File: config.mk
export PLATFORM = sky130hd
export DESIGN_NAME = c3v_back_flat
export DESIGN_NICKNAME = d
export VERILOG_FILES = /design/src/hdl/c3v_pkg.sv /design/src/hdl/c3v_if.sv /design/src/hdl/c3v_back.sv /design/src/flat_wrapper.sv
export SDC_FILE = /design/constraint.sdc
export NUM_CORES = 2
export LEC_CHECK = 0
export BUFFER_PORTS_ARGS = -buffer_cell sky130_fd_sc_hd__buf_4
export CORE_ASPECT_RATIO = 0.8
export CORE_MARGIN = 1.5
export CORE_UTILIZATION = 45
export CTS_CLUSTER_SIZE = 16
export DETAILED_ROUTE_END_ITERATION = 7
export GPL_TIMING_DRIVEN = 1
export HOLD_SLACK_MARGIN = 0.1
export PLACE_DENSITY = 0.68
export SLEW_MARGIN = 15
export SYNTH_ARGS = -nofsm -noshare
export SYNTH_HDL_FRONTEND = slang
export SYNTH_SLANG_ARGS = --single-unit
File: constraint.sdc
create_clock -name clk -period 30.3 [get_ports clk]
set_input_delay 4.545 -clock clk [delete_from_list [all_inputs] [get_ports clk]]
set_output_delay 4.545 -clock clk [all_outputs]
set_load 0.05 [all_outputs]
File: src/hdl/c3v_pkg.sv
// Shared types and constants of the streaming 3x3 convolution core.
// No dependencies; every other file of the block refers to this package.
package c3v_pkg;

    // Kernel size and geometry.
    localparam int KSIZE     = 3;
    localparam int NUM_TAPS  = KSIZE * KSIZE;
    localparam int DIM_REG_W = 12;
    localparam int DIM_W     = 14;

    // Pixel field on the input channel.
    localparam int PIX_PORT_W = 8;

    // Coefficient register layout: three 16-bit slots per kernel row.
    localparam int COEF_SLOT_W = 16;
    localparam int CFG_W       = 48;

    // Result width.
    localparam int SUM_W = 28;

    // Configuration register indexes.
    localparam int CFG_IDX_W = 3;
    localparam logic [CFG_IDX_W-1:0] REG_ROW_WIDTH = 3'd0;
    localparam logic [CFG_IDX_W-1:0] REG_ROW_COUNT = 3'd1;
    localparam logic [CFG_IDX_W-1:0] REG_COEF_ROW0 = 3'd2;
    localparam logic [CFG_IDX_W-1:0] REG_COEF_ROW1 = 3'd3;
    localparam logic [CFG_IDX_W-1:0] REG_COEF_ROW2 = 3'd4;

    // Reset values of the configuration registers.
    localparam logic [DIM_REG_W-1:0] DIM_RESET  = 12'd2048;
    localparam logic [CFG_W-1:0]     COEF_RESET = 48'h071C_071C_071C;

    // Queue between the front and the back.
    localparam int QUEUE_DEPTH = 4;
    localparam int QUEUE_PTR_W = 2;

    typedef logic signed [SUM_W-1:0] sum_t;
    typedef logic [CFG_W-1:0]        coef_row_t;

    // Position flags that travel with each window.
    typedef struct packed {
        logic row_end;
        logic frame_end;
    } flags_t;

endpackage

File: src/hdl/c3v_if.sv


interface c3v_result_if;
    logic          valid;
    logic          ready;
    c3v_pkg::sum_t sum;
    logic          row_end;
    logic          frame_end;

    modport source (output valid, output sum, output row_end, output frame_end, input ready);
    modport sink   (input valid, input sum, input row_end, input frame_end, output ready);
endinterface

File: src/hdl/c3v_back.sv
// Back part: nine products, three row sums and the final sum, each stage
// registered, ending in the output register. Uses c3v_pkg and c3v_result_if.
module c3v_back #(
    parameter int PIX_W     = 8,
    parameter int COEF_BITS = 16
) (
    input  logic                               clk,
    input  logic                               rst_n,
    input  c3v_pkg::coef_row_t                 coef_row0,
    input  c3v_pkg::coef_row_t                 coef_row1,
    input  c3v_pkg::coef_row_t                 coef_row2,
    input  logic                               pop_valid,
    output logic                               pop_ready,
    input  logic [c3v_pkg::NUM_TAPS*PIX_W-1:0] pop_win,
    input  c3v_pkg::flags_t                    pop_flags,
    c3v_result_if.source                       results
);
    localparam int PROD_W = PIX_W + 1 + COEF_BITS;

    logic                     en;
    logic                     p_valid_reg, r_valid_reg, out_valid_reg;
    logic signed [PROD_W-1:0] prod_reg [c3v_pkg::NUM_TAPS];
    logic signed [PROD_W-1:0] prod [c3v_pkg::NUM_TAPS];
    c3v_pkg::sum_t            rsum_reg [c3v_pkg::KSIZE];
    c3v_pkg::sum_t            sum_reg;
    c3v_pkg::flags_t          p_flags_reg, r_flags_reg, out_flags_reg;
    c3v_pkg::coef_row_t       coef_rows [c3v_pkg::KSIZE];
    logic signed [COEF_BITS-1:0] coef [c3v_pkg::NUM_TAPS];
    logic signed [PIX_W:0]       pix [c3v_pkg::NUM_TAPS];

    // The whole pipeline moves when the output register can take a result.
    assign en        = !out_valid_reg || results.ready;
    assign pop_ready = en;

    assign coef_rows[0] = coef_row0;
    assign coef_rows[1] = coef_row1;
    assign coef_rows[2] = coef_row2;

    // Nine coefficient-times-pixel products.
    always_comb
    begin
        for (int ky = 0; ky < c3v_pkg::KSIZE; ky++)
        begin
            for (int kx = 0; kx < c3v_pkg::KSIZE; kx++)
            begin
                coef[ky*c3v_pkg::KSIZE + kx] =
                    coef_rows[ky][kx*c3v_pkg::COEF_SLOT_W +: COEF_BITS];
                pix[ky*c3v_pkg::KSIZE + kx] =
                    {1'b0, pop_win[(ky*c3v_pkg::KSIZE + kx)*PIX_W +: PIX_W]};
            end
        end
        for (int i = 0; i < c3v_pkg::NUM_TAPS; i++)
            prod[i] = PROD_W'(pix[i]) * PROD_W'(coef[i]);
    end

    // Valid bits of the stages.
    always_ff @(posedge clk or negedge rst_n)
    begin
        if (!rst_n)
        begin
            p_valid_reg   <= 1'b0;
            r_valid_reg   <= 1'b0;
            out_valid_reg <= 1'b0;
        end
        else if (en)
        begin
            p_valid_reg   <= pop_valid;
            r_valid_reg   <= p_valid_reg;
            out_valid_reg <= r_valid_reg;
        end
    end

    // Product, row sum and total sum registers.
    always_ff @(posedge clk)
    begin
        if (en)
        begin
            for (int i = 0; i < c3v_pkg::NUM_TAPS; i++)
                prod_reg[i] <= prod[i];
            p_flags_reg <= pop_flags;
            for (int ky = 0; ky < c3v_pkg::KSIZE; ky++)
                rsum_reg[ky] <= c3v_pkg::sum_t'(prod_reg[ky*c3v_pkg::KSIZE])
                              + c3v_pkg::sum_t'(prod_reg[ky*c3v_pkg::KSIZE + 1])
                              + c3v_pkg::sum_t'(prod_reg[ky*c3v_pkg::KSIZE + 2]);
            r_flags_reg   <= p_flags_reg;
            sum_reg       <= rsum_reg[0] + rsum_reg[1] + rsum_reg[2];
            out_flags_reg <= r_flags_reg;
        end
    end

    assign results.valid     = out_valid_reg;
    assign results.sum       = sum_reg;
    assign results.row_end   = out_flags_reg.row_end;
    assign results.frame_end = out_flags_reg.frame_end;

    // A window taken from the queue is in the product stage in the next cycle.
    a_pop_enters: assert property (@(posedge clk) disable iff (!rst_n)
        pop_valid && pop_ready |=> p_valid_reg)
        else $error("window taken from the queue was dropped");

    // A frame end is always also a row end.
    a_flags: assert property (@(posedge clk) disable iff (!rst_n)
        results.valid && results.frame_end |-> results.row_end)
        else $error("frame end without row end");

endmodule

File: src/flat_wrapper.sv
// flat-port wrapper written by rule: the top's interface ports become plain ports
module c3v_back_flat 
#(
    parameter int PIX_W     = 8,
    parameter int COEF_BITS = 16
)
  (clk, rst_n, coef_row0, coef_row1, coef_row2, pop_valid, pop_ready, pop_win, pop_flags, results_valid, results_sum, results_row_end, results_frame_end, results_ready);
  c3v_result_if results_i ();
  input  logic clk;
  input  logic rst_n;
  input  c3v_pkg::coef_row_t coef_row0;
  input  c3v_pkg::coef_row_t coef_row1;
  input  c3v_pkg::coef_row_t coef_row2;
  input  logic pop_valid;
  output logic pop_ready;
  input  logic [c3v_pkg::NUM_TAPS*PIX_W-1:0] pop_win;
  input  c3v_pkg::flags_t pop_flags;
  output wire logic [$bits(results_i.valid)-1:0] results_valid;
  output wire logic [$bits(results_i.sum)-1:0] results_sum;
  output wire logic [$bits(results_i.row_end)-1:0] results_row_end;
  output wire logic [$bits(results_i.frame_end)-1:0] results_frame_end;
  input wire logic [$bits(results_i.ready)-1:0] results_ready;
  assign results_valid = results_i.valid;
  assign results_sum = results_i.sum;
  assign results_row_end = results_i.row_end;
  assign results_frame_end = results_i.frame_end;
  assign results_i.ready = results_ready;
  c3v_back #(.PIX_W(PIX_W), .COEF_BITS(COEF_BITS)) u_core (.clk(clk), .rst_n(rst_n), .coef_row0(coef_row0), .coef_row1(coef_row1), .coef_row2(coef_row2), .pop_valid(pop_valid), .pop_ready(pop_ready), .pop_win(pop_win), .pop_flags(pop_flags), .results(results_i));
endmodule
==> flow_summary_export.csv <==
group,metric,value,unit
synth,synth-seq-area-share,17.7,%
worst_setup_path,path_cells,"buf_4, nand2b_4, buf_4",
worst_hold_path,hold_depth,0,
worst_setup_path,cp.depth,3,
finish,fin_nets,7954,
cts,postCtsResizedCells,0,
cts,root_buffer,"clkbuf_16",
floorplanning,initial_core_util,45.6,%
finish,largest_reg_flops,225,
worst_setup_path,critical-path-top-delay-family,"buffers and inverters",
finish,area_growth_syn_to_layout,8.70,%
grt,grt_max_degree,80,
synth,synth_nets,7738,
floorplanning,core,128000,sq um
synth,postSynthAreaPerCell,9.80,sq um
placed_design,gp_congestion,0.881,
timing,finalCritPeriodShare,32.6,%
worst_setup_path,arrival,5.33,ns
floorplanning,num_rows,117,
grt,grt_pass1_wl,215,mm
placed_design,hpwl,109,mm
cts,tritoncts,"yes",
synth,ys.flop_type,"edfxtp_1",
worst_setup_path,cp_data_required_time,25.76,ns
timing,skew,0.0211,ns
timing,worst_pin_slew,0.969,ns
synth,postSynth.asyncResetShare,0.875,%
worst_setup_path,end_kind,"output port",
drt,dr.pass1.iters,7,
floorplanning,design.portCount,254,
timing,slew_headroom,35.4,%
finish,final_util,49.5,%
cts,cts-buffers-inserted,39,
synth,netlist_area,58200,sq um
worst_setup_path,cp_slowest_stage_delay,0.37,ns
floorplanning,fp.dieW,405,um
worst_setup_path,path_class,"input port to output port",
cts,clockBufferDepth,3,
drt,viasPerCell,5.00,
drt,routed-via-count,39598,
timing,rsz0062_at_grt,"no",
grt,antenna_found_initial,4,
cts,cts_setup_buffers,0,
job,cap_violations,0,
drt,drtIter0Drc,2293,
synth,postSynthCellCount,5941,
drt,post_drt_wl_per_cell,16.3,um
finish,drive_above_1_share,5.74,%
cts,cts_max_level,2,
drt,drt-total-wl,129,mm
synth,ys_ff_latch,343,
timing,report.final.setup_viol,0,
worst_setup_path,crit_top_cell,"buf_4",
floorplanning,die-height,325,um
worst_setup_path,cp_slowest_cell,"nand2b_4",
cts,clk_pin_slew,0.07,ns
timing,hold_viol_final,0,
finish,layoutNonFillerInstCount,7913,
timing,min_period,9.87,ns
timing,max_clock_freq,0.101,GHz
grt,grt_pass1_vias,41854,
synth,ys_types,77,
timing,fin_setup_tns,0,ns
cts,holdBufCountCts,0,
grt,grt_overflow,0,
synth,synth_edf_count,340,
worst_hold_path,hold_class,"flop to flop",
synth,yosysWarnings,0,
worst_setup_path,cp_max_fo,21,
placed_design,port_buffers,253,
timing,whs,0.407,ns
drt,ant_nets,0,
worst_setup_path,worst-r2r-cell-count,12,
grt,grt_usage,20.2,%
floorplanning,dieArea,132000,sq um
finish,n_fill_cell,11710,
worst_setup_path,critPathBufInv,2,
timing,drv_slew,0,
cts,worstSkewPairLatency,0.55,ns
cts,clock-sinks,343,
placed_design,place_inst,7841,
worst_setup_path,worst_setup_path_start_kind,"input port",
drt,drc,0,
status,status,"completed",
-- area by class of cell --
cell class / instances / area (sq um) / share of cell area (%)
timing repair buffer: 258 / 1940 / 3.06
clock inverter: 24 / 224 / 0.354
antenna: 1 / 2.50 / 0.00395
sequential: 343 / 10300 / 16.2
tap: 1725 / 2160 / 3.41
multi-input combinational: 4102 / 42300 / 66.9
inverter: 1413 / 5300 / 8.38
clock buffer: 47 / 1050 / 1.66
-- placed cells by master, fill, tap and decap left out, drive strengths merged, types with 5 or more instances in the layout --
cell type | netlist | routed
inv | 1413 | 1416
fa | 1024 | 1024
and2 | 653 | 653
nand2 | 602 | 602
ha | 551 | 551
edfxtp | 340 | 340
buf | 0 | 258
a21oi | 208 | 208
xnor2 | 205 | 205
a21o | 122 | 122
o21ai | 122 | 122
nor2 | 108 | 108
xor2 | 83 | 83
clkbuf | 83 | 47
nand3 | 37 | 37
o21bai | 35 | 35
nand2b | 35 | 35
nor3 | 34 | 34
nor2b | 29 | 29
o21a | 25 | 25
a31oi | 22 | 22
a211oi | 22 | 22
nand4 | 18 | 18
and3 | 17 | 17
o211ai | 15 | 15
o31ai | 13 | 13
clkinv | 0 | 10
or3 | 8 | 8
clkinvlp | 0 | 8
a2111oi | 8 | 8
and4 | 7 | 7
o2111ai | 7 | 7
o41ai | 7 | 7
nor4 | 6 | 6
o22ai | 6 | 6
a31o | 6 | 6
a221oi | 6 | 6
or2 | 5 | 5
-- stage by stage --
step                setup slack [ns]  cell area, sq um
floorplan                      12.68             58200
global placement               20.42             62000
detailed placement             20.41             62000
CTS                            20.41             63300
global route                   20.39             63300
finish                         20.43             63300
-- final timing paths --
kind / startpoint / endpoint / slack, ns
worst max-delay path: results_ready / pop_ready / 20.43
worst min-delay path: u_core.r_flags_reg[0] / u_core.results.frame_end / 0.41
worst max register to register: u_core.rsum_reg[0][57] / u_core.results.sum[21] / 26.40
worst min register to register: u_core.r_flags_reg[0] / u_core.results.frame_end / 0.41
max in group asynchronous: rst_n / u_core.r_valid_reg / 26.43
min in group asynchronous: rst_n / u_core.results.valid / 3.78
-- cells by family (layout without fill, tap and decap cells) --
kind of cell    after synthesis  count (layout)  synth area share (%)
fa+ha+maj                  1575            1575                  47.0
simple gates               1568            1568                  13.7
buf+inv                    1496            1742                  9.64
compound gates              665             665                  7.51
flops                       343             343                  17.7
xor+xnor                    288             288                  4.33
mux                           6               6                 0.110
other cells                   0               1                     0
-- synthesized netlist by cell type, types with 37 or more instances --
library cell	n	share of area (%)
inv_1	1413	9.1
fa_1	1024	35
and2_1	652	7.0
nand2_1	602	3.9
ha_1	551	12
edfxtp_1	340	18
xnor2_1	205	3.1
a21oi_1	204	1.8
a21o_1	121	1.6
o21ai_0	115	0.99
nor2_1	108	0.70
clkbuf_1	83	0.54
xor2_1	83	1.2
nand3_1	37	0.32
-- layer usage --
layer / global-route usage (%) / wire, um / vias up
li1: - / - / 18809
met1: 29.5 / 60200 / 19847
met4: 3.08 / 1620 / 2
met2: 32.8 / 60000 / 847
met5: 0 / 13 / -
met3: 2.38 / 7040 / 93
Power is not shown: default switching activity piles up to over one toggle a cycle in this logic, so the estimate is an artifact.
