**src/hdl/c3v_pkg.sv**
```systemverilog
// Shared types and constants of the streaming 3x3 convolution core.
// No dependencies; every other file of the block refers to this package.
package c3v_pkg;

    // Kernel size and geometry.
    localparam int KSIZE     = 3;
    localparam int NUM_TAPS  = KSIZE * KSIZE;
    localparam int DIM_REG_W = 12;
    localparam int DIM_W     = 14;

    // Pixel field on the input channel.
    localparam int PIX_PORT_W = 8;

    // Coefficient register layout: three 16-bit slots per kernel row.
    localparam int COEF_SLOT_W = 16;
    localparam int CFG_W       = 48;

    // Result width.
    localparam int SUM_W = 28;

    // Configuration register indexes.
    localparam int CFG_IDX_W = 3;
    localparam logic [CFG_IDX_W-1:0] REG_ROW_WIDTH = 3'd0;
    localparam logic [CFG_IDX_W-1:0] REG_ROW_COUNT = 3'd1;
    localparam logic [CFG_IDX_W-1:0] REG_COEF_ROW0 = 3'd2;
    localparam logic [CFG_IDX_W-1:0] REG_COEF_ROW1 = 3'd3;
    localparam logic [CFG_IDX_W-1:0] REG_COEF_ROW2 = 3'd4;

    // Reset values of the configuration registers.
    localparam logic [DIM_REG_W-1:0] DIM_RESET  = 12'd2048;
    localparam logic [CFG_W-1:0]     COEF_RESET = 48'h071C_071C_071C;

    // Queue between the front and the back.
    localparam int QUEUE_DEPTH = 4;
    localparam int QUEUE_PTR_W = 2;

    typedef logic signed [SUM_W-1:0] sum_t;
    typedef logic [CFG_W-1:0]        coef_row_t;

    // Position flags that travel with each window.
    typedef struct packed {
        logic row_end;
        logic frame_end;
    } flags_t;

endpackage

```
**src/hdl/c3v_queue.sv**
```systemverilog
// Short queue between the front and the back of the convolution core.
// Register based, one write and one read per cycle; a write needs a free slot. Uses c3v_pkg.
module c3v_queue #(
    parameter int DATA_W = 74
) (
    input  logic              clk,
    input  logic              rst_n,
    input  logic              push_valid,
    output logic              push_ready,
    input  logic [DATA_W-1:0] push_data,
    output logic              pop_valid,
    input  logic              pop_ready,
    output logic [DATA_W-1:0] pop_data
);
    localparam int PW = c3v_pkg::QUEUE_PTR_W;

    logic [DATA_W-1:0] slot_reg [c3v_pkg::QUEUE_DEPTH];
    logic [PW-1:0]     wr_ptr_reg, rd_ptr_reg;
    logic [PW:0]       count_reg;
    logic              push, pop;

    assign push_ready = count_reg < (PW+1)'(c3v_pkg::QUEUE_DEPTH);
    assign pop_valid  = count_reg != '0;
    assign push       = push_valid && push_ready;
    assign pop        = pop_valid && pop_ready;
    assign pop_data   = slot_reg[rd_ptr_reg];

    // Pointers and fill count.
    always_ff @(posedge clk or negedge rst_n)
    begin
        if (!rst_n)
        begin
            wr_ptr_reg <= '0;
            rd_ptr_reg <= '0;
            count_reg  <= '0;
        end
        else
        begin
            if (push)
                wr_ptr_reg <= wr_ptr_reg + PW'(1);
            if (pop)
                rd_ptr_reg <= rd_ptr_reg + PW'(1);
            if (push && !pop)
                count_reg <= count_reg + (PW+1)'(1);
            else if (pop && !push)
                count_reg <= count_reg - (PW+1)'(1);
        end
    end

    // Storage.
    always_ff @(posedge clk)
    begin
        if (push)
            slot_reg[wr_ptr_reg] <= push_data;
    end

    a_count_bound: assert property (@(posedge clk) disable iff (!rst_n)
        count_reg <= (PW+1)'(c3v_pkg::QUEUE_DEPTH))
        else $error("queue fill count out of range");

endmodule

```
**config.mk**
```make
export PLATFORM = sky130hd
export DESIGN_NAME = c3v_queue
export DESIGN_NICKNAME = d
export VERILOG_FILES = /design/src/hdl/c3v_pkg.sv /design/src/hdl/c3v_queue.sv
export SDC_FILE = /design/constraint.sdc
export NUM_CORES = 1
export LEC_CHECK = 0
export BUFFER_PORTS_ARGS = -buffer_cell sky130_fd_sc_hd__clkbuf_2
export CAP_MARGIN = 20
export CORE_ASPECT_RATIO = 0.6
export CORE_MARGIN = 5
export CORE_UTILIZATION = 50
export DETAILED_ROUTE_END_ITERATION = 10
export PLACE_DENSITY_LB_ADDON = 0.05
export SLEW_MARGIN = 20
export SYNTH_ARGS = -nofsm -noshare
export SYNTH_HDL_FRONTEND = slang
export SYNTH_SLANG_ARGS = --single-unit
```
**constraint.sdc**
```tcl
create_clock -name clk -period 6.3 [get_ports clk]
set_input_delay 0.63 -clock clk [delete_from_list [all_inputs] [get_ports clk]]
set_output_delay 0.63 -clock clk [all_outputs]
set_load 0.02 [all_outputs]
```
==> impl_metrics.yaml, run 1 <==
floorplanning:
  start_util_pct: 50.65
  die_h_um: 125.5
  die_x_um: 202.6
  core_area_sq_um: 21970
  rows: 42
  ioPinCount: 154
  dieArea_sq_um: 25430
cts:
  clk_latency_ps: 520
  cts_root_buf: "clkbuf_16"
  clockBufferDepth: 3
  htree_levels: 1
  cts_setup_buffers: 0
  cts_made_buffers: 28
  cts_tree: "done"
  cts.sinks: 303
  clk_pin_slew_worst_paths_ps: 60
synth:
  synth.distinct_cells: 21
  synth_top_area_share_pct: 79.89
  synth_ff_type: "edfxtp_1"
  synthTopCellsByCount: "296 x edfxtp_1, 74 x mux4_2, 7 x dfrtp_1"
  syn_inst: 423
  yosysWarnings: 0
  ys_seq_area_share_pct: 81.47
  async_flop_share_pct: 2.310
  synth.most_common_cell: "edfxtp_1"
  syn_area_sq_um: 11130
  synth_largest_area_cell: "edfxtp_1"
  synth_edf_count: 296
  syn_avg_cell_area_sq_um: 26.30
  syn-num-nets: 507
  ys_seq_elements: 303
  synth_area_leaders: "edfxtp_1 80%, mux4_2 15%, dfrtp_1 1.6%"
grt:
  grt_pass1_vias: 5302
  grt_first_pass_wirelength_um: 31140
  top_usage_layer: "met2"
  use_met3_pct: 4.477
  gr-total-overflow: 0
  track_usage_pct: 15.89
  antenna_found_initial: 4
  gr-usage-met2_pct: 25.85
  use_met1_pct: 22.12
  grt_max_degree: 76
finish:
  design_area_sq_um: 13000
  largest_reg_flops: 296
  area_delta_synth_final_pct: 16.82
  fillers: 1598
  num_antenna_cells: 0
  nNetsFinal: 679
  drive_above_1_share_pct: 44.95
  multi_input_area_sq_um: 1882
  final_util_pct: 59.17
  seq_area_sq_um: 9071
timing:
  finalHoldViolCount: 0
  max_freq_ghz: 0.2709
  tns_ps: 0
  clock_skew_ps: 12.03
  fin_ws_ps: 2609
  worstMarginPinSlew_ps: 1008
  fin_crit_sh_pct: 58.59
  relSlewSlack_pct: 32.81
  period_needed_ps: 3691
  rsz0062_at_grt: "false"
  setup_viol: 0
  maxSlewViolCount: 0
detailed_routing:
  drt_wl_total_um: 20000
  routed-via-count: 4884
  dr.first_iter.drc_count: 186
  drc: 0
  routed_via_density: 5.427
  wl_per_cell_um: 22.23
  final_antenna_net_count: 0
  dr.pass1.iters: 4
placement:
  dp_hpwl_um: 11760
  portBuffers: 153
  preCtsSetupSlack_ps: 3022
  dpl-instance-area_sq_um: 12130
  gp_congestion: 0.7039
worst_setup_path:
  crit_type: "register to output pin"
  r2r-end: "slot_reg[2][21]"
  rrSetupSlack_ps: 3850
  end_kind: "output pin"
  cp.required_ps: 5670
  r2r-start: "count_reg[2]"
  reg2reg_depth: 3
  arrival_ps: 3060
  worstSetupStartpointType: "register"
  critPathMaxFanout: 45
pwr:
  p_per_area_nw_per_um2: 461.3
  leakage_uw: 0.004440
  power_uw: 5995
  peakVddDrop_uv: 239.3
worst_hold_path:
  min_to: "slot_reg[2][12]"
  hold_path.class: "input pin to register"
  hold_start: "push_data[12]"
  holdPathStages: 1
flow_run:
  cap_viol_max_count: 0
outcome:
  outcome: "complete, no violations"
cell type report:
type / instances / area share, %
sequential: 303 / 69.79
inverter: 4 / 0.1155
clock inverter: 16 / 0.7509
timing repair buffer: 160 / 6.411
tap: 286 / 2.753
clock buffer: 33 / 5.699
multi-input combinational: 98 / 14.48
metal layers:
metal | vias to the layer above | wire length [um]
met5 | - | 48
met4 | 8 | 333
met3 | 31 | 1244
met2 | 120 | 9633
met1 | 2569 | 8743
li1 | 2156 | -
what timing repair did:
action / CTS / global route
hold buffers: 1 / 0
endpoints found under the hold margin: 7 / 0
resized for setup: 0 / 0
where the power goes:
| part | switching, uW | internal, uW |
|---|---|---|
| logic | 981 | 740 |
| clock network | 664 | 873 |
| registers | 209 | 2530 |
cells by family after synthesis:
family,count (synthesis),synth area share (%)
buffers and inverters,22,1.709
AOI/OAI and AO/OA,1,0.04494
xor gates and xnor gates,6,0.4723
muxes,75,15.08
and+or+nand+nor,10,0.4836
DFF,303,81.47
adders and majority gates,6,0.7422
cell usage in the layout, fill, tap and decap left out, types with 2 or more instances in the layout:
cell type	synthesis	routed
mux4_2	74	74
clkinv_1	0	9
edfxtp_1	296	296
clkbuf_2	0	153
buf_4	3	5
clkinv_2	0	5
dfrtp_1	7	5
clkbuf_1	3	4
nand2_1	2	2
xnor2_1	5	5
ha_1	5	5
dfrtp_4	0	2
clkbuf_16	0	29
and2_4	0	4
inv_1	4	4
per-stage QoR:
step	instances	hold slack, ps
4_1_cts	899	295.9
5_1_grt	900	304.1
6_report	900	327.4
2_1_floorplan	423	334.4
3_5_place_dp	849	492.7
3_3_place_gp	849	482.9
critical path, cell delays in order, from the launching register on:
cell and delay [ps]:
dfrtp_4 1030, buf_4 680, mux4_2 620, clkbuf_2 180
how the worst max path moves through the flow:
| stage | start | endpoint | slack (ps) | cells after the start |
|---|---|---|---|---|
| 2_1_floorplan | push_valid | slot_reg[0][0] | 3120 | 3 |
| 3_3_place_gp | rd_ptr_reg[0] | pop_data[27] | 3030 | 3 |
| 3_5_place_dp | rd_ptr_reg[0] | pop_data[27] | 3020 | 3 |
| 4_1_cts | rd_ptr_reg[0] | pop_data[27] | 2460 | 3 |
| 5_1_grt | rd_ptr_reg[0] | pop_data[27] | 2310 | 3 |
| 6_report | rd_ptr_reg[0] | pop_data[12] | 2610 | 3 |
Note: power is estimated with default switching activity, not from simulation.
==> run 2, diff against run 1 <==
==> constraint.sdc (replaced) <==
create_clock -name clk -period 3.2 [get_ports clk]
set_input_delay 0.32 -clock clk [delete_from_list [all_inputs] [get_ports clk]]
set_output_delay 0.32 -clock clk [all_outputs]
set_load 0.02 [all_outputs]
==> run 2 against run 1 <==
Effect of this change:
- hold slack lost 300 ps
- clock skew shrank 2.1 ps
- total power grew 110%
- highest routed layer is now met4
- first-iteration DRC count grew 79%
- setup slack lost 2100 ps
==> impl_metrics.yaml, run 2 (synthesis gave the netlist of run 1 again) <==
timing:
  tns_ps: 0
  fin_crit_sh_pct: 85.09
  worstMarginPinSlew_ps: 593.4
  maxSlewViolCount: 0
  hold-worst-slack_ps: 23.55
  rsz0062_at_grt: "false"
  clock_skew_ps: 9.894
  finalHoldViolCount: 0
  period_needed_ps: 2723
  setup_viol: 0
  max_freq_ghz: 0.3673
  relSlewSlack_pct: 60.44
  fin_ws_ps: 477.2
pwr:
  p_per_area_nw_per_um2: 929.1
  p_int_uw: 8753
  power_switching_uw: 3753
  seq_power_share_pct: 42.1
  leakage_uw: 0.004649
  comb_power_share_pct: 29.3
  peakVddDrop_uv: 408.1
  p_sw_share_pct: 30.01
  p_clk_share_pct: 28.6
floorplanning:
  core_area_sq_um: 21970
  die_x_um: 202.6
  start_util_pct: 50.65
  die_h_um: 125.5
  dieArea_sq_um: 25430
  rows: 42
  ioPinCount: 154
flow_run:
  cap_viol_max_count: 0
grt:
  track_usage_pct: 16.77
  grt_pass1_vias: 5464
  grt_max_degree: 47
  antenna_found_initial: 0
  grt_first_pass_wirelength_um: 32770
  gr-total-overflow: 0
cts:
  clockBufferDepth: 3
  htree_levels: 1
  cts_root_buf: "clkbuf_16"
  cts.sinks: 303
  cts_made_buffers: 28
  clk_latency_ps: 520
  clk_pin_slew_worst_paths_ps: 60
  cts_tree: "done"
detailed_routing:
  wl_per_cell_um: 22.69
  routed_via_density: 5.417
  routed-via-count: 5022
  final_antenna_net_count: 0
  dr.first_iter.drc_count: 333
  drt_wl_total_um: 21040
  dr.pass1.iters: 6
  drc: 0
finish:
  largest_reg_flops: 296
  final_util_pct: 61.28
  num_antenna_cells: 0
  fillers: 1533
  drive_above_1_share_pct: 45.24
  design_area_sq_um: 13460
  layout_commonest_cell: "edfxtp_1"
  final_cell_mix: "296 x edfxtp_1, 153 x clkbuf_2, 74 x mux4_2"
  nNetsFinal: 706
  area_delta_synth_final_pct: 20.99
outcome:
  outcome: "complete, no violations"
placement:
  dpl-instance-area_sq_um: 12270
  preCtsSetupSlack_ps: 942.7
  dp_hpwl_um: 12910
  gp_congestion: 0.7007
  portBuffers: 153
worst_setup_path:
  r2r-start: "count_reg[2]"
  rrSetupSlack_ps: 1030
  arrival_ps: 2400
  end_kind: "output pin"
  crit_start: "rd_ptr_reg[0]"
  critPathMaxFanout: 23
  crit_type: "register to output pin"
  cp.required_ps: 2880
  worstSetupStartpointType: "register"
worst_hold_path:
  hold_path.class: "input pin to register"
  hold_start: "push_data[12]"
run 2: changes by cell type in the layout (fill, tap and decap cells not counted):
cell,previous run,this run
buf_4,5,10
clkinv_4,1,0
inv_6,0,1
clkinv_2,5,3
bufinv_16,1,7
buf_12,1,5
clkinv_1,9,4
clkbuf_8,0,1
dlygate4sd3_1,1,19
run 2: repair_timing:
| item | 4_1_cts | 5_1_grt |
|---|---|---|
| resized for setup | 0 | 0 |
| buffers inserted | 0 | 0 |
| hold endpoints to repair | 68 | 1 |
| setup endpoints to repair | 0 | 0 |
| hold buffers | 18 | 1 |
run 2: cell type report:
type,instances,area (sq um),area share [%]
well taps,286,357.8,2.658
clock inverters,15,249.0,1.850
repair buffers,187,1131,8.403
clock buffers,34,754.5,5.605
inverters,4,15.01,0.1115
multi-input cells,98,1882,13.98
flip-flops and latches,303,9071,67.39
run 2: final timing paths:
path,to,cells after the start
max,pop_data[16],3
min,slot_reg[0][12],1
max reg2reg,slot_reg[1][25],3
min reg2reg,count_reg[0],1
max in group asynchronous,rd_ptr_reg[0],2
min in group asynchronous,rd_ptr_reg[1],2
run 2: worst max-delay path: stages, from the launching register on:
cell and delay (ps):
dfrtp_4 720, buf_4 400, mux4_2 570, clkbuf_2 180
run 2: through the flow:
step | cells | total power, uW
2_1_floorplan | 423 | 7925
5_1_grt | 927 | 13090
3_5_place_dp | 859 | 9106
4_1_cts | 926 | 12710
6_report | 927 | 12510
3_3_place_gp | 859 | 9060
run 2: power by group through the flow:
stage | Clock, uW | Sequential [uW] | Combinational [uW]
after detailed placement | 0 | 5370 | 3740
after CTS | 3670 | 5280 | 3770
after floorplan | 0 | 5170 | 2750
after global routing | 3840 | 5330 | 3920
final | 3580 | 5260 | 3660
after global placement | 0 | 5340 | 3720
run 2: routing by layer:
metal | vias to the layer above | GRT usage, % | wire, um
met2 | 128 | 26.56 | 10020
met4 | 0 | 2.633 | 245
met3 | 23 | 3.778 | 1154
met1 | 2664 | 24.98 | 9617
met5 | - | 0 | 0
li1 | 2207 | - | -
==> run 3, diff against run 2 <==
--- a/config.mk
+++ b/config.mk
@@ -7,7 +7,7 @@
 export LEC_CHECK = 0
 export BUFFER_PORTS_ARGS = -buffer_cell sky130_fd_sc_hd__clkbuf_2
 export CAP_MARGIN = 20
-export CORE_ASPECT_RATIO = 0.6
+export CORE_ASPECT_RATIO = 0.8
 export CORE_MARGIN = 5
 export CORE_UTILIZATION = 50
 export DETAILED_ROUTE_END_ITERATION = 10
@@ -16,3 +16,4 @@
 export SYNTH_ARGS = -nofsm -noshare
 export SYNTH_HDL_FRONTEND = slang
 export SYNTH_SLANG_ARGS = --single-unit
+export TNS_END_PERCENT = 1
==> run 3 against run 2 <==
Effect of this change:
- core utilization increased by 2.5 points
- total power decreased by 3.1%
- global-route usage decreased by 0.87 points
- fmax increased by 1.8%
- largest power group unchanged
- clock skew increased by 4.0 ps
- clock power decreased by 8.9%
- highest routed layer unchanged
- cell area increased by 3.0%
- hold slack improved by 5.8 ps
- register-to-register slack improved by 70 ps
- sequential share of layout area decreased by 2.0 points
- sequential cell count unchanged
- routed wire length decreased by 5.8%
==> impl_metrics.yaml, run 3 (synthesis gave the netlist of run 1 again) <==
timing:
  fin_crit_sh_pct: 83.55
  hold-worst-slack_ps: 29.30
  max_freq_ghz: 0.3740
  relSlewSlack_pct: 53.05
  setup_viol: 0
  period_needed_ps: 2673
  worstMarginPinSlew_ps: 704.3
  finalHoldViolCount: 0
  fin_ws_ps: 526.6
  clock_skew_ps: 13.89
  rsz0062_at_grt: "false"
  maxSlewViolCount: 0
  tns_ps: 0
grt:
  antenna_found_initial: 0
  grt_pass1_vias: 5607
  grt_first_pass_wirelength_um: 31110
  track_usage_pct: 15.89
  gr-usage-met2_pct: 26.38
  use_met3_pct: 3.787
  gr-total-overflow: 0
  top_usage_layer: "met2"
  grt_max_degree: 46
  use_met1_pct: 21.83
worst_setup_path:
  reg2reg_depth: 8
  end_kind: "output pin"
  critical_path_cell_count: 3
  cp_cell_sequence: "buf_12, mux4_2, clkbuf_2"
  crit_family: "flip-flops"
  arrival_ps: 2350
  worst_path_max_delay_cell: "dfrtp_4"
  worstSetupStartpointType: "register"
  crit_type: "register to output pin"
  critPathMaxFanout: 32
  max_stage_delay_ps: 710
  cp.required_ps: 2880
  cp_num_buf_inv: 2
pwr:
  p_clk_share_pct: 26.9
  comb_power_share_pct: 30.1
  p_sw_share_pct: 30.30
  p_per_area_nw_per_um2: 874.4
  peakVddDrop_uv: 600.3
  seq_power_share_pct: 43.0
  leakage_uw: 0.004814
  power_switching_uw: 3673
  p_int_uw: 8448
placement:
  dp_hpwl_um: 11890
  portBuffers: 153
  gp_congestion: 0.6914
  preCtsSetupSlack_ps: 1026
cts:
  cts.sinks: 303
  cts_setup_buffers: 0
  cts_made_buffers: 29
  clk_latency_ps: 540
  clk_pin_slew_worst_paths_ps: 60
  cts.repair.resized: 0
  clockBufferDepth: 3
  htree_levels: 1
  cts_root_buf: "clkbuf_16"
  cts_tree: "done"
detailed_routing:
  dr.pass1.iters: 4
  final_antenna_net_count: 0
  dr.first_iter.drc_count: 303
  routed-via-count: 5152
  drc: 0
  routed_via_density: 5.194
  wl_per_cell_um: 19.98
  drt_wl_total_um: 19820
floorplanning:
  ioPinCount: 154
  die_x_um: 176.8
  core_area_sq_um: 21740
  start_util_pct: 51.17
  rows: 48
  dieArea_sq_um: 25350
  die_h_um: 143.4
worst_hold_path:
  holdPathStages: 1
  hold_path.class: "input pin to register"
finish:
  area_delta_synth_final_pct: 24.59
  nNetsFinal: 755
  fillers: 1497
  largest_reg_flops: 296
  drive_above_1_share_pct: 41.76
  num_antenna_cells: 0
  layout_commonest_cell: "edfxtp_1"
  final_cell_mix: "296 x edfxtp_1, 153 x clkbuf_2, 74 x mux4_2"
outcome:
  outcome: "complete, no violations"
flow_run:
  cap_viol_max_count: 0
[run 3: area by class of cell]
cell class,instances,area (sq um),share of cell area (%)
Sequential cell,303,9071,65.44
Multi-Input combinational cell,98,1882,13.58
Timing Repair Buffer,235,1607,11.59
Clock buffer,34,744.5,5.371
Tap cell,300,375.4,2.708
Clock inverter,18,167.7,1.210
Inverter,4,15.01,0.1083
[run 3: routing by layer]
layer  wire, um  vias up
met1       8371     2661
met2       9685      154
met5          0        -
met4        372        0
li1           -     2313
met3       1391       24
[run 3: final timing paths]
| kind | from | to | slack (ps) |
|---|---|---|---|
| setup / recovery | rd_ptr_reg[0] | pop_data[29] | 530 |
| hold / removal | push_data[28] | slot_reg[1][28] | 30 |
| setup reg to reg | count_reg[0] | count_reg[2] | 1100 |
| hold reg to reg | count_reg[0] | count_reg[0] | 530 |
| max in group asynchronous | rst_n | rd_ptr_reg[1] | 2810 |
| min in group asynchronous | rst_n | rd_ptr_reg[0] | 200 |
[run 3: per-stage QoR]
step                      instances  power, uW  instance area (sq um)  utilization [%]
final                           992      12120                  13860            63.76
after global routing            992      12750                  13860            63.76
after CTS                       992      12330                  13860            63.76
after detailed placement        870       8994                  12250            56.34
after global placement          870       8945                  12250            56.34
after floorplan                 423       7925                  11130                -
[run 3: what timing repair did]
item	in CTS	in global routing
hold endpoints to repair	283	0
hold buffers	70	0
endpoints found under the setup margin	0	0
[run 3: power by group through the flow]
stage	clock (uW)	sequential, uW	combinational (uW)
2_1_floorplan	0	5170	2750
3_3_place_gp	0	5280	3660
3_5_place_dp	0	5320	3680
4_1_cts	3340	5230	3760
5_1_grt	3530	5280	3940
6_report	3260	5210	3650
